==> src/sv/mts_pkg.sv <==
// ----------------------------------------------------------------------------
// mts_pkg: shared types and constants of the multirate tick scheduler
// Register indexes, command codes, field widths and the control and status
// bundles that join the controller and the datapath.
// ----------------------------------------------------------------------------
package mts_pkg;

	// Tick set and field widths
	localparam int NUM_TICKS     = 10;
	localparam int PERIOD_BITS   = 12;
	localparam int TICKS_PER_REG = 5;
	localparam int REG_BITS      = TICKS_PER_REG * PERIOD_BITS;
	localparam int CONN_BITS     = NUM_TICKS;
	localparam int STEP_BITS     = 32;
	localparam int MAX_RUN       = 64;
	localparam int RUN_BITS      = 7;
	localparam int DIV_CNT_BITS  = $clog2(STEP_BITS);

	// Configuration port
	localparam int CFG_IDX_BITS  = 2;
	localparam int CFG_DATA_BITS = REG_BITS;

	localparam logic [CFG_IDX_BITS-1:0] REG_PERIODS_LOW  = 2'd0;
	localparam logic [CFG_IDX_BITS-1:0] REG_PERIODS_HIGH = 2'd1;
	localparam logic [CFG_IDX_BITS-1:0] REG_CONNECTED    = 2'd2;

	// Command codes
	localparam logic OP_RUN    = 1'b0;
	localparam logic OP_REINIT = 1'b1;

	// Controller to datapath
	typedef struct packed {
		logic div_start;    // load step counter into the residue divider
		logic div_step;     // one bit of residue recompute
		logic div_done;     // residues are current again
		logic step_fire;    // advance one base step and load a result
		logic reinit_fire;  // clear counters and load the reinit result
		logic last;         // last flag for the result being loaded
	} mts_cmd_t;

	// Datapath to controller
	typedef struct packed {
		logic out_free;     // output register can take a result this cycle
		logic stale;        // residues must be recomputed before a run
	} mts_sts_t;

endpackage

==> src/sv/mts_ctrl.sv <==
// ----------------------------------------------------------------------------
// mts_ctrl: command sequencer of the multirate tick scheduler
// Accepts commands, runs the residue recompute when periods changed, and
// paces the per-step results against the output register.
// ----------------------------------------------------------------------------
module mts_ctrl (
	input  logic                              clk,
	input  logic                              arst_n,
	input  logic                              in_valid,
	output logic                              in_ready,
	input  logic                              op,
	input  logic [mts_pkg::RUN_BITS-1:0]      run_steps,
	input  mts_pkg::mts_sts_t                 sts,
	output mts_pkg::mts_cmd_t                 cmd
);

	typedef enum logic [3:0] {
		ST_IDLE   = 4'b0001,
		ST_DIV    = 4'b0010,
		ST_RUN    = 4'b0100,
		ST_REINIT = 4'b1000
	} mts_state_t;

	localparam logic [mts_pkg::DIV_CNT_BITS-1:0] DIV_LAST =
		mts_pkg::DIV_CNT_BITS'(mts_pkg::STEP_BITS - 1);
	localparam logic [mts_pkg::RUN_BITS-1:0] RUN_MAX = mts_pkg::RUN_BITS'(mts_pkg::MAX_RUN);
	localparam logic [mts_pkg::RUN_BITS-1:0] RUN_ONE = mts_pkg::RUN_BITS'(1);

	mts_state_t                         state_q, state_nxt;
	logic [mts_pkg::RUN_BITS-1:0]       cnt_q;
	logic [mts_pkg::DIV_CNT_BITS-1:0]   div_cnt_q;
	logic [mts_pkg::RUN_BITS-1:0]       n_sat;
	logic                               accept;

	// Saturate the run length
	assign n_sat  = (run_steps > RUN_MAX) ? RUN_MAX : run_steps;
	assign accept = in_valid && in_ready;

	// Next state and commands
	always_comb begin
		state_nxt = state_q;
		cmd       = '0;
		in_ready  = (state_q == ST_IDLE);
		case (state_q)
			ST_IDLE: begin
				if (in_valid) begin
					if (op == mts_pkg::OP_REINIT) begin
						state_nxt = ST_REINIT;
					end else if (n_sat != '0) begin
						if (sts.stale) begin
							cmd.div_start = 1'b1;
							state_nxt     = ST_DIV;
						end else begin
							state_nxt = ST_RUN;
						end
					end
				end
			end
			ST_DIV: begin
				cmd.div_step = 1'b1;
				if (div_cnt_q == DIV_LAST) begin
					cmd.div_done = 1'b1;
					state_nxt    = ST_RUN;
				end
			end
			ST_RUN: begin
				cmd.last = (cnt_q == RUN_ONE);
				if (sts.out_free) begin
					cmd.step_fire = 1'b1;
					if (cnt_q == RUN_ONE) state_nxt = ST_IDLE;
				end
			end
			ST_REINIT: begin
				cmd.last = 1'b1;
				if (sts.out_free) begin
					cmd.reinit_fire = 1'b1;
					state_nxt       = ST_IDLE;
				end
			end
			default: begin
				state_nxt = ST_IDLE;
			end
		endcase
	end

	// State, remaining steps and divider bit count
	always_ff @(posedge clk or negedge arst_n) begin
		if (!arst_n) begin
			state_q   <= ST_IDLE;
			cnt_q     <= '0;
			div_cnt_q <= '0;
		end else begin
			state_q <= state_nxt;
			if (accept) begin
				cnt_q <= n_sat;
			end else if (cmd.step_fire) begin
				cnt_q <= cnt_q - RUN_ONE;
			end
			if (cmd.div_start) begin
				div_cnt_q <= '0;
			end else if (cmd.div_step) begin
				div_cnt_q <= div_cnt_q + mts_pkg::DIV_CNT_BITS'(1);
			end
		end
	end

endmodule

==> src/sv/mts_dpath.sv <==
// ----------------------------------------------------------------------------
// mts_dpath: datapath of the multirate tick scheduler
// Configuration registers, step counter, one residue (step mod period) per
// tick with a bit-serial divider lane each, and the output register.
// ----------------------------------------------------------------------------
module mts_dpath (
	input  logic                                clk,
	input  logic                                arst_n,
	input  logic                                cfg_we,
	input  logic [mts_pkg::CFG_IDX_BITS-1:0]    cfg_index,
	input  logic [mts_pkg::CFG_DATA_BITS-1:0]   cfg_wdata,
	input  mts_pkg::mts_cmd_t                   cmd,
	output mts_pkg::mts_sts_t                   sts,
	input  logic                                out_ready,
	output logic                                out_valid,
	output logic [mts_pkg::NUM_TICKS-1:0]       fire_mask,
	output logic                                is_reinit,
	output logic [mts_pkg::STEP_BITS-1:0]       end_step,
	output logic                                last
);

	localparam int PB = mts_pkg::PERIOD_BITS;
	localparam int NT = mts_pkg::NUM_TICKS;
	localparam int SB = mts_pkg::STEP_BITS;
	localparam int TR = mts_pkg::TICKS_PER_REG;

	// Configuration
	logic [mts_pkg::REG_BITS-1:0]   per_lo_q, per_hi_q;
	logic [mts_pkg::CONN_BITS-1:0]  conn_q;
	logic                           stale_q;

	// Counters and residues
	logic [SB-1:0]                  step_q, shift_q, step_nxt;
	logic [PB-1:0]                  rem_q   [NT];
	logic [PB-1:0]                  rem_div [NT];
	logic [PB-1:0]                  rem_run [NT];
	logic [PB-1:0]                  period  [NT];
	logic [PB:0]                    div_acc [NT];
	logic [PB:0]                    run_inc [NT];
	logic [NT-1:0]                  live, fire_vec;

	// Output register
	logic                           out_valid_q;
	logic [NT-1:0]                  fire_q;
	logic                           reinit_q, last_q;
	logic [SB-1:0]                  end_q;

	// Unpack periods and find the live ticks
	always_comb begin
		for (int i = 0; i < NT; i++) begin
			if (i < TR) period[i] = per_lo_q[i*PB +: PB];
			else        period[i] = per_hi_q[(i-TR)*PB +: PB];
			live[i] = (period[i] != '0) && conn_q[i];
		end
	end

	assign step_nxt = step_q + SB'(1);

	// Per-lane divider step and per-step residue advance
	always_comb begin
		for (int i = 0; i < NT; i++) begin
			div_acc[i] = {rem_q[i], shift_q[SB-1]};
			if (div_acc[i] >= {1'b0, period[i]}) rem_div[i] = PB'(div_acc[i] - {1'b0, period[i]});
			else                                 rem_div[i] = div_acc[i][PB-1:0];
			run_inc[i] = {1'b0, rem_q[i]} + (PB+1)'(1);
			// wrap of the step counter lands on zero, which every period divides
			if (step_nxt == '0 || run_inc[i] == {1'b0, period[i]}) rem_run[i] = '0;
			else                                                  rem_run[i] = run_inc[i][PB-1:0];
			fire_vec[i] = live[i] && (rem_run[i] == '0);
		end
	end

	// Configuration writes; a period change invalidates the residues
	always_ff @(posedge clk or negedge arst_n) begin
		if (!arst_n) begin
			per_lo_q <= '0;
			per_hi_q <= '0;
			conn_q   <= '0;
			stale_q  <= 1'b0;
		end else begin
			if (cfg_we) begin
				case (cfg_index)
					mts_pkg::REG_PERIODS_LOW: begin
						per_lo_q <= cfg_wdata;
						stale_q  <= 1'b1;
					end
					mts_pkg::REG_PERIODS_HIGH: begin
						per_hi_q <= cfg_wdata;
						stale_q  <= 1'b1;
					end
					mts_pkg::REG_CONNECTED: begin
						conn_q <= cfg_wdata[mts_pkg::CONN_BITS-1:0];
					end
					default: begin
					end
				endcase
			end else if (cmd.div_done || cmd.reinit_fire) begin
				stale_q <= 1'b0;
			end
		end
	end

	// Step counter, divider shifter and residues
	always_ff @(posedge clk or negedge arst_n) begin
		if (!arst_n) begin
			step_q  <= '0;
			shift_q <= '0;
			for (int i = 0; i < NT; i++) rem_q[i] <= '0;
		end else begin
			if (cmd.reinit_fire) begin
				step_q <= '0;
				for (int i = 0; i < NT; i++) rem_q[i] <= '0;
			end else if (cmd.div_start) begin
				shift_q <= step_q;
				for (int i = 0; i < NT; i++) rem_q[i] <= '0;
			end else if (cmd.div_step) begin
				shift_q <= {shift_q[SB-2:0], 1'b0};
				for (int i = 0; i < NT; i++) rem_q[i] <= rem_div[i];
			end else if (cmd.step_fire) begin
				step_q <= step_nxt;
				for (int i = 0; i < NT; i++) rem_q[i] <= rem_run[i];
			end
		end
	end

	// Output valid
	always_ff @(posedge clk or negedge arst_n) begin
		if (!arst_n) begin
			out_valid_q <= 1'b0;
		end else if (cmd.step_fire || cmd.reinit_fire) begin
			out_valid_q <= 1'b1;
		end else if (out_ready) begin
			out_valid_q <= 1'b0;
		end
	end

	// Output payload
	always_ff @(posedge clk) begin
		if (cmd.reinit_fire) begin
			fire_q   <= live;
			reinit_q <= 1'b1;
			end_q    <= '0;
			last_q   <= cmd.last;
		end else if (cmd.step_fire) begin
			fire_q   <= fire_vec;
			reinit_q <= 1'b0;
			end_q    <= step_nxt;
			last_q   <= cmd.last;
		end
	end

	assign sts.out_free = !out_valid_q || out_ready;
	assign sts.stale    = stale_q;
	assign out_valid    = out_valid_q;
	assign fire_mask    = fire_q;
	assign is_reinit    = reinit_q;
	assign end_step     = end_q;
	assign last         = last_q;

endmodule

==> src/sv/multirate_tick_scheduler.sv <==
// ----------------------------------------------------------------------------
// multirate_tick_scheduler: multi-rate tick scheduler top level
// Ten ticks with programmable periods and connected bits; run commands emit
// one fire mask per base step, reinit commands emit the live-tick mask.
// ----------------------------------------------------------------------------
// A run command of N steps (N saturated to 64, zero gives no result) emits
// one result per cycle, set by the single output register; a stalled output
// holds the sequence. Each tick keeps its residue of the step counter modulo
// its period, so a step needs only an increment and compare per tick. After
// a write to either period register the first run, unless a reinit comes
// first, opens with a recompute in which all ten lanes rebuild their
// residues by bit-serial division of the 32-bit step counter, one bit per
// cycle. A reinit leaves the residues current. A new command is taken once
// the previous one has loaded its last result.
module multirate_tick_scheduler (
	input  logic                                clk,
	input  logic                                arst_n,
	input  logic                                cfg_we,
	input  logic [mts_pkg::CFG_IDX_BITS-1:0]    cfg_index,
	input  logic [mts_pkg::CFG_DATA_BITS-1:0]   cfg_wdata,
	input  logic                                in_valid,
	output logic                                in_ready,
	input  logic                                op,
	input  logic [mts_pkg::RUN_BITS-1:0]        run_steps,
	output logic                                out_valid,
	input  logic                                out_ready,
	output logic [mts_pkg::NUM_TICKS-1:0]       fire_mask,
	output logic                                is_reinit,
	output logic [mts_pkg::STEP_BITS-1:0]       end_step,
	output logic                                last
);

	mts_pkg::mts_cmd_t cmd;
	mts_pkg::mts_sts_t sts;

	// Command sequencer
	mts_ctrl u_ctrl (
		.clk       (clk),
		.arst_n    (arst_n),
		.in_valid  (in_valid),
		.in_ready  (in_ready),
		.op        (op),
		.run_steps (run_steps),
		.sts       (sts),
		.cmd       (cmd)
	);

	// Registers, residues and result register
	mts_dpath u_dpath (
		.clk       (clk),
		.arst_n    (arst_n),
		.cfg_we    (cfg_we),
		.cfg_index (cfg_index),
		.cfg_wdata (cfg_wdata),
		.cmd       (cmd),
		.sts       (sts),
		.out_ready (out_ready),
		.out_valid (out_valid),
		.fire_mask (fire_mask),
		.is_reinit (is_reinit),
		.end_step  (end_step),
		.last      (last)
	);

endmodule
==> config.mk <==
export PLATFORM = sky130hd
export DESIGN_NAME = multirate_tick_scheduler
export DESIGN_NICKNAME = d
export VERILOG_FILES = /design/src/sv/mts_pkg.sv /design/src/sv/mts_ctrl.sv /design/src/sv/mts_dpath.sv /design/src/sv/multirate_tick_scheduler.sv
export SDC_FILE = /design/constraint.sdc
export NUM_CORES = 1
export LEC_CHECK = 0
export BUFFER_PORTS_ARGS = -buffer_cell sky130_fd_sc_hd__buf_2
export CAP_MARGIN = 20
export CORE_MARGIN = 3
export CORE_UTILIZATION = 55
export CTS_BUF_LIST = sky130_fd_sc_hd__clkbuf_16
export CTS_CLUSTER_DIAMETER = 40
export DETAILED_ROUTE_END_ITERATION = 6
export PLACE_DENSITY = 0.72
export SLEW_MARGIN = 40
export SYNTH_ARGS = -nofsm -noshare
export SYNTH_HDL_FRONTEND = slang
export SYNTH_SLANG_ARGS = --single-unit
==> constraint.sdc <==
create_clock -name clk -period 3.65 [get_ports clk]
set_input_delay 0.73 -clock clk [delete_from_list [all_inputs] [get_ports clk]]
set_output_delay 0.73 -clock clk [all_outputs]
set_load 0.1 [all_outputs]
==> flow_metrics.env, run 1 <==
export IMPL_final_area_mm2=0.0342
export IMPL_gp_congestion=0.964
export IMPL_area_growth_pct=13.4
export IMPL_antenna_found_initial=2
export IMPL_routed_wl_mm=94.1
export IMPL_grt_pass1_wl_mm=152
export IMPL_crit_path_max_incr_delay_ns=0.60
export IMPL_worstMarginPinSlew_ns=0.761
export IMPL_p_leak_nw=14.5
export IMPL_drt_iter0_drc=3064
export IMPL_path_buf_inv=2
export IMPL_pwr_share_clk_pct=22.6
export IMPL_wl_per_cell_um=21.4
export IMPL_synth_ff_type="dfrtp_1"
export IMPL_cts_tree="built"
export IMPL_cp_max_fo=42
export IMPL_fin_tns_setup_ns=0
export IMPL_skew_ns=0.0254
export IMPL_period_share_pct=95.1
export IMPL_row_count=85
export IMPL_ys_warn_count=0
export IMPL_pwr_share_comb_pct=52.4
export IMPL_syn_area_mm2=0.0301
export IMPL_synth_edf_count=11
export IMPL_critPathArrivalTime_ns=3.93
export IMPL_fp_dieW_um=240
export IMPL_max_cap_viol_count=0
export IMPL_ys_types=92
export IMPL_critPathSlowestCell="or4b_1"
export IMPL_drv_slew=0
export IMPL_crit_chain="buf_4, and4_2, nand2_1, nor4b_4, nand4_1, a221o_1, or4b_1, buf_12, and3_1, a221o_1"
export IMPL_drc=0
export IMPL_dp_cells=4264
export IMPL_syn_avg_cell_area_um2=8.43
export IMPL_cpLargestDelayFamily="simple AND/OR/NAND/NOR gates"
export IMPL_synthTopCellsByArea="dfrtp_1 (27%), xnor2_1 (6.0%), ha_1 (5.6%), nand2_1 (4.2%), o21ai_0 (3.7%)"
export IMPL_die_y_um=240
export IMPL_async_flop_share_pct=88.3
export IMPL_vias=28800
export IMPL_grt_pass1_vias=28300
export IMPL_grt_overflow_total=0
export IMPL_hold_path_class="input pin to asynchronous set/reset pin"
export IMPL_swShare_pct=46.6
export IMPL_critPathKind="flop to flop"
export IMPL_p_switching_mw=13.5
export IMPL_yosysTopAreaCell="dfrtp_1"
export IMPL_final_cells=4399
export IMPL_htree_levels=3
export IMPL_fin_crit_ns=3.47
export IMPL_synth_seq_cells=376
export IMPL_hold_viol_final=0
export IMPL_cp_common_cell="a221o_1"
export IMPL_vdd_drop_max_mv=0.751
export IMPL_outcome="finished, final reports clean"
export IMPL_final_fill_count=4563
export IMPL_ys_seq_area_share_pct=30.9
export IMPL_synth_top_area_share_pct=27.5
export IMPL_core_area_mm2=0.0540
export IMPL_synthCells=3577
export IMPL_layout_drive_gt1_share_pct=13.8
export IMPL_viasPerCell=6.55
export IMPL_grtUsageTotal_pct=32.4
export IMPL_highest_layer="met5"
export IMPL_p_int_mw=15.4
export IMPL_post_dp_cell_area_mm2=0.0317
export IMPL_finalSetupViolations=0
export IMPL_io_pins=121
export IMPL_yosysMostFrequentCell="nand2_1"
export IMPL_firstDrtPassIters=6
export IMPL_required_ns=4.11
export IMPL_clock_root_buffer="clkbuf_16"
export IMPL_yosys_top_cells_count="nand2_1 (339), dfrtp_1 (331), inv_1 (225), o21ai_0 (225), xnor2_1 (208)"
export IMPL_crit_path_end_kind="flop"
export IMPL_dp_hpwl_mm=66.7
export IMPL_initial_core_util_pct=55.8
export IMPL_nets=3865
export IMPL_wl_met1_mm=40.0
export IMPL_clkTransAtPathRegs_ns=0.06
export IMPL_startpoint_type="flop"
export IMPL_die_area_mm2=0.0576
export IMPL_grt_max_degree=126
export IMPL_cts_sinks=376
export IMPL_numCtsBuffers=71
export IMPL_clock_latency_ns=0.60
export IMPL_synth_nets=3797
export IMPL_power_frac_seq_pct=25.0
export IMPL_maxSlewHeadroom_pct=48.0
export IMPL_power_density_mw_per_mm2=846
export IMPL_ant_nets=0
export IMPL_met3WireLength_mm=7.50
export IMPL_total_power_mw=28.9
export IMPL_routed_wl_met2_mm=42.7
export IMPL_portBuffers=120
export IMPL_maxClockFrequency_mhz=288
export IMPL_clockBufferDepth=3
[repair_timing]
item,CTS,global route
resized for setup,1,11
pin swaps,1,2
setup endpoints to repair,1,117
hold buffers,0,0
setup buffers,0,3
[state kept, by name, summed over array words and instances, names as in the netlist]
| register | count |
|---|---|
| u_dpath.end_step | 32 |
| u_ctrl.state_q | 4 |
| u_dpath.out_valid | 1 |
| u_ctrl.cnt_q | 7 |
| u_dpath.stale_q | 1 |
| u_dpath.conn_q | 10 |
| u_dpath.step_q | 32 |
| u_ctrl.div_cnt_q | 5 |
| u_dpath.is_reinit | 1 |
| u_dpath.per_hi_q | 60 |
| u_dpath.fire_mask | 10 |
| u_dpath.div_acc | 120 |
| u_dpath.last | 1 |
| u_dpath.per_lo_q | 60 |
| u_dpath.shift_q | 32 |
[layout make-up]
cell class | instances | area, um^2 | share of cell area [%]
Sequential cell | 376 | 9310 | 27.2
Antenna cell | 1 | 2.50 | 0.00732
Clock inverter | 58 | 561 | 1.64
Clock buffer | 72 | 1800 | 5.27
Tap cell | 696 | 871 | 2.55
Inverter | 225 | 845 | 2.47
Multi-Input combinational cell | 2725 | 19100 | 55.8
Timing Repair Buffer | 246 | 1740 | 5.08
[layer usage]
metal	GRT usage, %	vias up
met5	0	-
met4	13.8	2
met3	5.08	242
met2	51.1	1331
met1	44.5	13900
li1	-	13300
[through the flow]
step / util [%] / hold slack, ns / setup WS [ns]
detailed placement: 58.7 / 0.442 / 0.0257
global route: 63.3 / 0.225 / -0.00285
CTS: 63.1 / 0.190 / 0.0227
global placement: 58.7 / 0.430 / 0.170
floorplan: - / 0.434 / 0.337
finish: 63.3 / 0.176 / 0.178
[kinds of logic after synthesis]
family / after synthesis / synth area share (%)
flip-flops: 376 / 30.9
adder cells (fa/ha/maj): 145 / 6.27
buffers and inverters: 476 / 6.29
AND/OR/NAND/NOR: 1187 / 19.8
XOR/XNOR: 326 / 10.8
AO/OA/AOI/OAI: 907 / 20.4
multiplexers: 160 / 5.66
[final timing paths]
kind / to / cells past startpoint / slack, ns / from
worst max-delay path: u_dpath.div_acc[73]$_DFFE_PN0P_ / 10 / 0.18 / u_dpath.step_q[11]$_DFFE_PN0P_
worst min-delay path: u_dpath.per_hi_q[52]$_DFFE_PN0P_ / 1 / 0.18 / arst_n
worst min register to register: u_dpath.is_reinit$_SDFFE_PP1P_ / 2 / 0.46 / u_dpath.is_reinit$_SDFFE_PP1P_
worst max register to register: u_dpath.div_acc[73]$_DFFE_PN0P_ / 10 / 0.18 / u_dpath.step_q[11]$_DFFE_PN0P_
min in group clk: u_dpath.per_lo_q[33]$_DFFE_PN0P_ / 3 / 0.36 / cfg_wdata[33]
max in group asynchronous: u_dpath.per_hi_q[16]$_DFFE_PN0P_ / 2 / 2.49 / arst_n
[power groups by stage]
stage | Sequential, mW | Combinational (mW) | Clock [mW]
final | 7.24 | 15.1 | 6.53
after global placement | 7.16 | 14.4 | 0
after detailed placement | 7.21 | 14.8 | 0
after floorplan | 7.45 | 10.8 | 0
after CTS | 7.16 | 14.9 | 6.63
after global routing | 7.40 | 16.6 | 6.84
[placed cells by master (no fill, tap or decap), drive strengths merged, types with 76 or more instances in the layout]
| master | instances |
|---|---|
| dfrtp | 331 |
| nor3 | 139 |
| nand2 | 340 |
| mux2i | 76 |
| xnor2 | 208 |
| buf | 246 |
| a21oi | 154 |
| xor2 | 90 |
| inv | 251 |
| nand3 | 145 |
| o21ai | 231 |
| nor2 | 207 |
| ha | 135 |
| nand4 | 81 |
| mux2 | 84 |
(Power assumes the default switching activity.)
==> inputs of run 2 (changes only) <==
--- a/config.mk
+++ b/config.mk
@@ -5,11 +5,12 @@
 export SDC_FILE = /design/constraint.sdc
 export NUM_CORES = 1
 export LEC_CHECK = 0
+export ABC_AREA = 1
 export BUFFER_PORTS_ARGS = -buffer_cell sky130_fd_sc_hd__buf_2
 export CAP_MARGIN = 20
 export CORE_MARGIN = 3
 export CORE_UTILIZATION = 55
-export CTS_BUF_LIST = sky130_fd_sc_hd__clkbuf_16
+export CTS_BUF_LIST = sky130_fd_sc_hd__clkbuf_4 sky130_fd_sc_hd__clkbuf_8
 export CTS_CLUSTER_DIAMETER = 40
 export DETAILED_ROUTE_END_ITERATION = 6
 export PLACE_DENSITY = 0.72
==> run 2 against run 1 <==
Effect of this change: hold slack improved by 0.15 ns; critical path depth rose by 9; synthesized cell count rose by 19%; sequential share of layout area rose by 2.1 points; utilization fell by 1.7 points; clock power fell by 25%; power fell by 7.3%; design area fell by 7.2%; largest power group unchanged; setup slack improved by 0.19 ns; register-to-register slack improved by 0.19 ns.
==> flow_metrics.env, run 2 <==
export IMPL_outcome="finished, final reports clean"
export IMPL_largest_reg_flops=120
export IMPL_routed_wl_mm=83.4
export IMPL_numCtsBuffers=79
export IMPL_critPathKind="flop to flop"
export IMPL_fp_dieW_um=234
export IMPL_critPathArrivalTime_ns=3.68
export IMPL_ant_nets=0
export IMPL_required_ns=4.05
export IMPL_yosys_top_cells_count="nand2_1 (1,189), inv_1 (497), o21ai_0 (462), nand3_1 (354), dfrtp_1 (331)"
export IMPL_cts_tree="built"
export IMPL_finalSetupViolations=0
export IMPL_synthCells=4239
export IMPL_postCtsSetupRepairBufs=0
export IMPL_yosysTopAreaCell="dfrtp_1"
export IMPL_grt_pass1_vias=27000
export IMPL_grt_pass1_wl_mm=136
export IMPL_drt_iter0_drc=2508
export IMPL_fin_crit_ns=3.28
export IMPL_total_power_mw=26.8
export IMPL_p_leak_nw=16.0
export IMPL_drv_slew=0
export IMPL_skew_ns=0.0469
export IMPL_row_count=83
export IMPL_core_area_mm2=0.0515
export IMPL_crit_path_end_kind="flop"
export IMPL_clkTransAtPathRegs_ns=0.06
export IMPL_startpoint_type="flop"
export IMPL_drc=0
export IMPL_antenna_found_initial=1
export IMPL_clock_latency_ns=0.68
export IMPL_die_y_um=234
export IMPL_grt_max_degree=83
export IMPL_rsz0062_at_grt="no"
export IMPL_synth_seq_cells=376
export IMPL_hold_ws_ns=0.329
export IMPL_synth_top_area_share_pct=28.9
export IMPL_clockBufferDepth=3
export IMPL_synth_edf_count=11
export IMPL_synthTopCellsByArea="dfrtp_1 (29%), nand2_1 (16%), o21ai_0 (8.1%), inv_1 (6.5%), nand3_1 (6.2%)"
export IMPL_async_flop_share_pct=88.3
export IMPL_viasPerCell=5.64
export IMPL_grtUsageTotal_pct=30.2
export IMPL_dp_hpwl_mm=60.6
export IMPL_fin_tns_setup_ns=0
export IMPL_area_growth_pct=10.5
export IMPL_layout_common_cells="nand2_1 (1,187), inv_1 (497), o21ai_0 (462)"
export IMPL_holdBufCountCts=1
export IMPL_cp_max_fo=50
export IMPL_grt_overflow_total=0
export IMPL_hold_path_class="input pin to flop"
export IMPL_period_share_pct=90.0
export IMPL_ys_warn_count=0
export IMPL_power_density_mw_per_mm2=845
export IMPL_vdd_drop_max_mv=1.07
export IMPL_max_cap_viol_count=0
export IMPL_initial_core_util_pct=55.7
export IMPL_layout_drive_gt1_share_pct=8.28
export IMPL_insertedDiodeCount=0
export IMPL_cts_sinks=376
export IMPL_ys_seq_area_share_pct=32.4
export IMPL_clock_root_buffer="clkbuf_8"
export IMPL_syn_avg_cell_area_um2=6.77
export IMPL_gp_congestion=0.964
export IMPL_portBuffers=120
export IMPL_ys_types=53
export IMPL_maxClockFrequency_mhz=305
export IMPL_nets=4566
export IMPL_final_common_cell="nand2_1"
export IMPL_syn_area_mm2=0.0287
export IMPL_wl_per_cell_um=16.4
export IMPL_finish_utilization_pct=61.6
export IMPL_io_pins=121
export IMPL_synth_ff_type="dfrtp_1"
export IMPL_worstMarginPinSlew_ns=0.805
export IMPL_maxSlewHeadroom_pct=46.2
export IMPL_htree_levels=3
export IMPL_yosysMostFrequentCell="nand2_1"
export IMPL_synth_nets=4459
export IMPL_post_cts_resize_count=0
export IMPL_hold_viol_final=0
export IMPL_die_area_mm2=0.0550
export IMPL_firstDrtPassIters=5
export IMPL_vias=28700
run 2: through the flow:
stage	std cells	instance area (um^2)	setup WS [ns]
after floorplan	4239	28700	0.686
after global placement	4944	29900	0.466
after detailed placement	4944	29900	0.381
after CTS	5090	31700	0.326
after global routing	5090	31700	0.0492
final	5090	31700	0.366
run 2: report_power, final:
part	total (mW)	internal, mW	switching [mW]
combinational	15.0	4.91	10.1
sequential	6.91	5.48	1.44
clock	4.92	2.84	2.08
total	26.8	13.2	13.6
run 2: routing by layer:
metal | track usage (%) | share of wire [%]
met1 | 41.3 | 45
met2 | 47.8 | 45
met4 | 13.1 | 3.8
met5 | 0 | 0.014
met3 | 4.79 | 7.1
run 2: worst paths after layout:
path | from | endpoint | slack [ns] | cells after the start
setup reg to reg | u_dpath.step_q[1]$_DFFE_PN0P_ | u_dpath.fire_mask[6]$_DFFE_PP_ | 0.37 | 19
hold reg to reg | u_dpath.end_step[12]$_SDFFE_PP0P_ | u_dpath.end_step[12]$_SDFFE_PP0P_ | 0.44 | 2
max in group asynchronous | arst_n | u_dpath.per_hi_q[39]$_DFFE_PN0P_ | 2.19 | 3
setup / recovery | u_dpath.step_q[1]$_DFFE_PN0P_ | u_dpath.fire_mask[6]$_DFFE_PP_ | 0.37 | 19
hold / removal | run_steps[1] | u_ctrl.cnt_q[1]$_DFFE_PN0P_ | 0.33 | 3
min in group asynchronous | arst_n | u_dpath.div_acc[129]$_DFFE_PN0P_ | 0.55 | 2
run 2: cell type report:
class | count | area [um^2]
clock buffer | 116 | 1430
clock inverter | 29 | 335
fill | 4913 | 19800
inverter | 506 | 1900
multi-input combinational | 3228 | 16900
sequential | 376 | 9300
tap | 680 | 851
timing repair buffer | 155 | 971
run 2: cells by family (layout without fill, tap and decap cells):
| kind of cell | after synthesis | after routing | synth area share [%] |
|---|---|---|---|
| DFF | 376 | 376 | 32.4 |
| adders and majority gates | 145 | 145 | 6.58 |
| muxes | 1 | 1 | 0.0349 |
| xor gates and xnor gates | 186 | 186 | 6.06 |
| and+or+nand+nor | 2016 | 2016 | 29.5 |
| buffers and inverters | 635 | 806 | 8.70 |
| AOI/OAI and AO/OA | 880 | 880 | 16.7 |
run 2: worst max-delay path, cell delays in order (launching register included):
cell and delay [ns]:
dfrtp_1 0.41, ha_1 0.23, nand2_2 0.10, nor2_4 0.15, nand2_2 0.12, nor2_1 0.25, nand2_1 0.08, nand2_1 0.10
nor2_1 0.05, nand3_1 0.07, nor2_1 0.07, nand3_2 0.11, buf_12 0.29, nand2_1 0.13, inv_1 0.33, o21ai_0 0.20
nand2_1 0.11, inv_1 0.05, nand2_1 0.07, a21oi_2 0.05
